===== config.mk =====
export PLATFORM = sky130hd
export DESIGN_NAME = longest_prefix_match_lookup
export DESIGN_NICKNAME = d
export VERILOG_FILES = /design/src/rtl/lpm_pkg.sv /design/src/rtl/lpm_cell.sv /design/src/rtl/longest_prefix_match_lookup.sv
export SDC_FILE = /design/constraint.sdc
export NUM_CORES = 2
export LEC_CHECK = 0
export ABC_CLOCK_PERIOD_IN_PS = 19900
export BUFFER_PORTS_ARGS = -buffer_cell sky130_fd_sc_hd__buf_2
export CAP_MARGIN = 15
export CORE_AREA = 5 5 490 371
export CTS_CLUSTER_DIAMETER = 100
export DETAILED_ROUTE_END_ITERATION = 7
export DIE_AREA = 0 0 495 376
export PLACE_DENSITY = 0.74
export SLEW_MARGIN = 20
export SYNTH_ARGS = -nofsm -noshare
export SYNTH_HDL_FRONTEND = slang
export SYNTH_SLANG_ARGS = --single-unit

===== constraint.sdc =====
create_clock -name clock -period 19.9 [get_ports clock]
set_input_delay 1.99 -clock clock [delete_from_list [all_inputs] [get_ports clock]]
set_output_delay 1.99 -clock clock [all_outputs]
set_load 0.1 [all_outputs]

===== src/rtl/lpm_pkg.sv =====
// Shared types and constants for the longest prefix match route table.
package lpm_pkg;

   localparam int SLOT_W = 4;
   localparam int PORT_W = 4;
   localparam int ADDR_W = 32;

   localparam logic ACTION_WRITE  = 1'b0;
   localparam logic ACTION_LOOKUP = 1'b1;

   typedef struct packed {
      logic              action;
      logic [SLOT_W-1:0] slot;
      logic [ADDR_W-1:0] route_prefix_in;
      logic [ADDR_W-1:0] route_mask_in;
      logic [PORT_W-1:0] route_port_in;
      logic              route_enable;
      logic [ADDR_W-1:0] lookup_address;
   } lpm_req_type;

   typedef struct packed {
      logic              hit;
      logic [PORT_W-1:0] out_port;
      logic [SLOT_W-1:0] match_slot;
      logic [ADDR_W-1:0] match_mask;
   } lpm_rsp_type;

   // Route data broadcast to every cell; only the selected cell stores it.
   typedef struct packed {
      logic [ADDR_W-1:0] prefix;
      logic [ADDR_W-1:0] mask;
      logic [PORT_W-1:0] port;
      logic              enable;
   } lpm_write_type;

   // Search token passed from cell to cell with the best match so far.
   typedef struct packed {
      logic              active;
      logic [ADDR_W-1:0] addr;
      logic              found;
      logic [ADDR_W-1:0] mask;
      logic [SLOT_W-1:0] slot;
      logic [PORT_W-1:0] port;
   } lpm_search_type;

   typedef enum logic {
      LPM_IDLE,
      LPM_SEARCH
   } lpm_state_type;

endpackage


===== src/rtl/lpm_cell.sv =====
// One route table cell: holds a single route entry and updates the passing search token.
module lpm_cell
   import lpm_pkg::*;
#(
   parameter int CELL_ID = 0
) (
   input  logic           clock,
   input  logic           reset,
   input  logic           wr_sel,
   input  lpm_write_type  wr_data,
   input  lpm_search_type search_in,
   output lpm_search_type search_out
);

   logic [ADDR_W-1:0] prefix_ff;
   logic [ADDR_W-1:0] mask_ff;
   logic [PORT_W-1:0] port_ff;
   logic              valid_ff;
   lpm_search_type    search_ff;
   lpm_search_type    search_in_q;

   logic match;
   logic better;

   always_ff @(posedge clock) begin
      if (wr_sel) begin
         prefix_ff <= wr_data.prefix;
         mask_ff   <= wr_data.mask;
         port_ff   <= wr_data.port;
      end
   end

   always_ff @(posedge clock) begin
      if (reset) begin
         valid_ff <= 1'b0;
      end else if (wr_sel) begin
         valid_ff <= wr_data.enable;
      end
   end

   assign match  = valid_ff && ((search_in.addr & mask_ff) == (prefix_ff & mask_ff));
   // Cells are visited in ascending slot order, so a strict compare keeps the
   // lowest slot when masks tie.
   assign better = match && (!search_in.found || (mask_ff > search_in.mask));

   always_comb begin
      search_in_q = search_in;
      if (better) begin
         search_in_q.found = 1'b1;
         search_in_q.mask  = mask_ff;
         search_in_q.slot  = SLOT_W'(CELL_ID);
         search_in_q.port  = port_ff;
      end
   end

   // Only the token's active bit is reset; the data fields follow it.
   always_ff @(posedge clock) begin
      search_ff.addr  <= search_in_q.addr;
      search_ff.found <= search_in_q.found;
      search_ff.mask  <= search_in_q.mask;
      search_ff.slot  <= search_in_q.slot;
      search_ff.port  <= search_in_q.port;
      if (reset) begin
         search_ff.active <= 1'b0;
      end else begin
         search_ff.active <= search_in.active;
      end
   end

   assign search_out = search_ff;

endmodule


===== src/rtl/longest_prefix_match_lookup.sv =====
// Top level of the IPv4 longest prefix match route table.
// A route write is stored, and its (all-zero) response registered, at the edge
// that accepts the request. A lookup request enters a chain of ROUTE_SLOTS
// cells, one route entry per cell, and advances one cell per cycle carrying the
// best match found so far; its response is registered from the token that leaves
// the last cell. The chain holds one lookup at a time, so no request is accepted
// until that lookup's response is registered. Lookups and writes are accepted only
// while the response register is free or being drained; writes then once per cycle.
// Slot numbers are four bits wide, so only the first sixteen slots can be written.
// After reset all routes are invalid.
module longest_prefix_match_lookup
   import lpm_pkg::*;
#(
   parameter int ROUTE_SLOTS = 16
) (
   input  logic        clock,
   input  logic        reset,
   input  logic        req_valid,
   output logic        req_stall,
   input  lpm_req_type req_payload,
   output logic        rsp_valid,
   input  logic        rsp_stall,
   output lpm_rsp_type rsp_payload
);

   lpm_state_type  state_ff;
   lpm_state_type  state_in;
   lpm_search_type chain [0:ROUTE_SLOTS];
   lpm_write_type  wr_data;
   logic [ROUTE_SLOTS-1:0] wr_sel;
   logic [ROUTE_SLOTS-1:0] token_active;

   logic        rsp_valid_ff;
   lpm_rsp_type rsp_payload_ff;
   logic        rsp_free;
   logic        req_fire;
   logic        wr_fire;
   logic        lookup_fire;
   logic        chain_done;
   lpm_search_type last_token;

   assign last_token  = chain[ROUTE_SLOTS];
   assign chain_done  = last_token.active;
   assign rsp_free    = !rsp_valid_ff || !rsp_stall;
   assign req_fire    = req_valid && !req_stall;
   assign wr_fire     = req_fire && (req_payload.action == ACTION_WRITE);
   assign lookup_fire = req_fire && (req_payload.action == ACTION_LOOKUP);

   // Next state.
   always_comb begin
      state_in = state_ff;
      unique case (state_ff)
         LPM_IDLE: begin
            if (lookup_fire) begin
               state_in = LPM_SEARCH;
            end
         end
         LPM_SEARCH: begin
            if (chain_done) begin
               state_in = LPM_IDLE;
            end
         end
         default: state_in = LPM_IDLE;
      endcase
   end

   // Outputs of the controller.
   always_comb begin
      unique case (state_ff)
         LPM_IDLE:   req_stall = !rsp_free;
         LPM_SEARCH: req_stall = 1'b1;
         default:    req_stall = 1'b1;
      endcase
   end

   always_ff @(posedge clock) begin
      if (reset) begin
         state_ff <= LPM_IDLE;
      end else begin
         state_ff <= state_in;
      end
   end

   assign wr_data.prefix = req_payload.route_prefix_in;
   assign wr_data.mask   = req_payload.route_mask_in;
   assign wr_data.port   = req_payload.route_port_in;
   assign wr_data.enable = req_payload.route_enable;

   always_comb begin
      chain[0]        = '0;
      chain[0].active = lookup_fire;
      chain[0].addr   = req_payload.lookup_address;
   end

   genvar i;
   generate
      for (i = 0; i < ROUTE_SLOTS; i++) begin : g_cell
         assign wr_sel[i]       = wr_fire && (32'(req_payload.slot) == 32'(i));
         assign token_active[i] = chain[i+1].active;

         lpm_cell #(
            .CELL_ID (i)
         ) u_cell (
            .clock      (clock),
            .reset      (reset),
            .wr_sel     (wr_sel[i]),
            .wr_data    (wr_data),
            .search_in  (chain[i]),
            .search_out (chain[i+1])
         );
      end
   endgenerate

   always_ff @(posedge clock) begin
      if (reset) begin
         rsp_valid_ff <= 1'b0;
      end else if (wr_fire || chain_done) begin
         rsp_valid_ff <= 1'b1;
      end else if (!rsp_stall) begin
         rsp_valid_ff <= 1'b0;
      end
   end

   always_ff @(posedge clock) begin
      if (wr_fire) begin
         rsp_payload_ff <= '0;
      end else if (chain_done) begin
         if (last_token.found) begin
            rsp_payload_ff.hit        <= 1'b1;
            rsp_payload_ff.out_port   <= last_token.port;
            rsp_payload_ff.match_slot <= last_token.slot;
            rsp_payload_ff.match_mask <= last_token.mask;
         end else begin
            rsp_payload_ff <= '0;
         end
      end
   end

   assign rsp_valid   = rsp_valid_ff;
   assign rsp_payload = rsp_payload_ff;

   // Only one lookup may travel through the chain at a time.
   a_single_token: assert property (@(posedge clock) disable iff (reset)
      $onehot0(token_active))
      else $error("more than one lookup token in the cell chain");

   // A token in the chain implies the controller is searching.
   a_token_in_search: assert property (@(posedge clock) disable iff (reset)
      (token_active != '0) |-> (state_ff == LPM_SEARCH))
      else $error("lookup token present while controller is idle");

   // A finished lookup never overwrites a response still waiting.
   a_no_overwrite: assert property (@(posedge clock) disable iff (reset)
      chain_done |-> rsp_free)
      else $error("lookup finished while response register was blocked");

   // A miss or write response carries all-zero fields.
   a_miss_zero: assert property (@(posedge clock) disable iff (reset)
      (rsp_valid_ff && !rsp_payload_ff.hit) |->
         (rsp_payload_ff.out_port == '0 && rsp_payload_ff.match_slot == '0 &&
          rsp_payload_ff.match_mask == '0))
      else $error("miss response with nonzero fields");

endmodule


==> metrics.md <==
| Metric | Value |
|---|---|
| DR vias/cell | ~5.8 |
| Setup slack, reg-to-reg | 15.92 ns |
| IO buf count | about 150 |
| Asr flop ratio synth | 0 |
| Worst hold path type | register to register |
| Actual slew at the worst max-slew pin | 1.26 ns |
| CTS tree | yes |
| Die height | 376 µm |
| H-tree levels | 4 |
| RSZ-0062 raised after global routing | false |
| Postcts setup bufs | 0 |
| Final max-slew violation count | 0 |
| # hold bufs at CTS | 0 |
| Clk root buf | clkbuf_16 |
| Crit path DAT | 2.62 ns |
| Antenna violations before repair | 67 |
| Setup TNS | 0 ns |
| Skew final | 0.0394 ns |
| Syn Nets | 6445 |
| Dpl ws | 15.11 ns |
| Flops & latches, synth | between 2000 and 2500 |
| Fmax | ~0.22 GHz |
| Largest net degree at the start of global routing | 70 |
| Final min period | 4.61 ns |
| Pwr Density | 98.0 mW/mm² |
| CP startpoint kind | input port |
| Static leakage | between 30 and 40 nW |
| Synth Instances | 5855 |
| Layout area overhead | 12.5% |
| CP endpoint | req_stall |
| 1st-iter DRT viols | 9002 |
| Period utilization | 0.232 |
| RePlAce Congestion | a little over 0.9 |
| Status | finished, final reports clean |
| EDFF count, synth | 1088 |
| CP Class | input port to output port |
| DR vias | between 50000 and 60000 |
| Post-DP HPWL | 183000 µm |
| Critical path origin | rsp_stall |
| Bufs on Longest Clock Path | 3 |
| Fin. Hold Viols | 0 |
| Synthesized cell area | 0.0843 mm² |
| GR Overflow Total | 0 |
| Clk Latency, worst-skew pair | roughly 0.84 ns |
| Hold Path Depth | 0 |
| Final worst-path setup slack | 15.29 ns |
| Final setup vio count | 0 |
| Post-CTS sizing | 0 |
| Post-DP Area | 0.0880 mm² |
| Max Cap Viol | 0 |
| Nets | ~6700 |
| Crit. End Element | output port |
| Layout cell share with drive strength beyond 1 | 0.112 |
| Clk slew on worst S/H paths | 0.07 ns |
| Final instance area | 0.0948 mm² |
| I/O Pins | about 150 |
| Avg WL per Cell | ~30 µm |
| CP Max Fanout | 2 |
| Vias in the first global route | roughly 47000 |
| Post-route ant nets | 0 |
| Die width | 495 µm |
| Final wirelength | 265000 µm |
| R2r startpoint | g_cell[12].u_cell.search_out[37] |
| Slew headroom | 0.157 |
| CP Data Required Time | 17.91 ns |
| Area of the core | 0.177 mm² |
| R2R cell count | 10 |
| First-pass GRT wire length | 362000 µm |
| Mean Syn Cell Area | between 10 and 15 µm² |
| Initial Util | 0.477 |
| Die area | 0.186 mm² |
| GRT Overall Usage | 0.279 |
| Worst IR Drop VDD | approximately 110 µV |
| Netlist cell types | 65 |
| Clk sinks | 2284 |
| Sequential cell area fraction in the yosys report | 0.672 |
| Drc violations | 0 |
| Reg2reg end | g_cell[13].u_cell.search_out[22] |
| Synth warnings | 0 |
| Initial DRT Pass Iterations | 6 |
| Most common flop cell mapped by yosys | dfxtp_1 |
| Inserted Clock Buffers | 194 |
| FP Rows | 134 |
synth_stat cells (all sizes together) (28+ instances only):
cell type,count,area share
nand4,154,0.012
ha,480,0.071
a21oi,208,0.012
nor2b,32,0.0024
nand3,67,0.0040
o21ai,81,0.0048
edfxtp,1088,0.39
a221oi,44,0.0046
and2,38,0.0028
buf,60,0.0050
inv,518,0.023
dfxtp,1196,0.28
mux2,533,0.074
nand2b,45,0.0033
a22oi,214,0.019
nand2,209,0.0093
nor2,106,0.0047
clkbuf,28,0.0012
xor2,499,0.052
nor3,28,0.0017
report_power, final:
group / internal [W] / total [W] / switching, W / leakage [nW]
registers: 0.00498 / 0.00506 / 0.0000788 / 19.6
logic: 0.0000523 / 0.000245 / 0.000193 / 13.0
clock network: 0.00223 / 0.00398 / 0.00175 / 3.34
critical path: stages:
cell and delay (ns):
buf_2 0.09, a21oi_1 0.07, inv_1 0.05, buf_2 0.41
worst min-delay path by stage:
stage,to,slack [ns],startpoint
2_1_floorplan,g_cell[10].u_cell.search_out[41],0.35,g_cell[9].u_cell.search_out[41]
3_3_place_gp,g_cell[1].u_cell.search_out[60],0.35,g_cell[0].u_cell.search_out[60]
3_5_place_dp,g_cell[14].u_cell.search_out[49],0.35,g_cell[13].u_cell.search_out[49]
4_1_cts,g_cell[10].u_cell.search_out[71],0.34,g_cell[9].u_cell.search_out[71]
5_1_grt,g_cell[10].u_cell.search_out[71],0.35,g_cell[9].u_cell.search_out[71]
6_report,g_cell[10].u_cell.search_out[71],0.34,g_cell[9].u_cell.search_out[71]
flip-flops by register name (all words and copies together), names as in the netlist:
name / flops
g_cell.u_cell.port_ff: 64
rsp_valid: 1
g_cell.u_cell.prefix_ff: 512
state_ff: 1
g_cell.u_cell.search_out: 1137
g_cell.u_cell.mask_ff: 512
rsp_payload: 41
g_cell.u_cell.valid_ff: 16
metal layers:
layer  track usage  share of wire
met3        0.0917           0.16
met1         0.433           0.42
met5             0        0.00018
met2         0.368           0.39
met4        0.0760          0.027
metrics by stage:
step	std cells	utilization	total power (W)	hold WS (ns)
after floorplan	5855	-	0.00519	0.349
after global placement	8334	0.498	0.00539	0.353
after detailed placement	8334	0.498	0.00539	0.354
after CTS	8702	0.536	0.00929	0.337
after global routing	8713	0.536	0.00952	0.351
final	8743	0.537	0.00929	0.337
cell families (layout without fill, tap and decap cells):
kind of cell / count (synthesis) / count (layout) / share of synthesized area
AO/OA/AOI/OAI: 675 / 675 / 0.0536
XOR/XNOR: 512 / 512 / 0.0532
adder cells (fa/ha/maj): 480 / 480 / 0.0712
buffers and inverters: 607 / 1074 / 0.0294
flip-flops: 2284 / 2284 / 0.672
multiplexers: 537 / 537 / 0.0745
other: 0 / 41 / 0
AND/OR/NAND/NOR: 760 / 760 / 0.0465
cell usage in the layout, fill, tap and decap left out, types with 16 or more instances in the layout:
cell / instances
mux2_2: 105
mux2_1: 364
edfxtp_1: 1088
nand4_1: 153
nand3_1: 67
nor2_1: 93
buf_2: 152
nor2b_1: 32
mux2_4: 64
xor2_1: 499
buf_4: 35
a22oi_1: 213
o211ai_1: 16
nor4_1: 24
clkbuf_8: 23
nand2b_1: 45
dfxtp_1: 1196
clkbuf_1: 39
a22o_1: 22
inv_1: 517
nor3_1: 23
diode_2: 41
a21oi_1: 203
a221oi_1: 44
and2_1: 35
a21o_1: 18
ha_1: 480
clkinv_2: 37
nand2_1: 209
o21ai_0: 69
clkbuf_16: 214
layout make-up:
| class | count | area [µm²] |
|---|---|---|
| fill | 14210 | 81900 |
| clock inverter | 91 | 917 |
| multi-input combinational | 2964 | 25400 |
| sequential | 2284 | 56600 |
| timing repair buffer | 187 | 1020 |
| tap | 2380 | 2980 |
| clock buffer | 277 | 5830 |
| antenna | 41 | 103 |
| inverter | 519 | 1950 |
No activity file was read; power rests on OpenSTA's default activity.
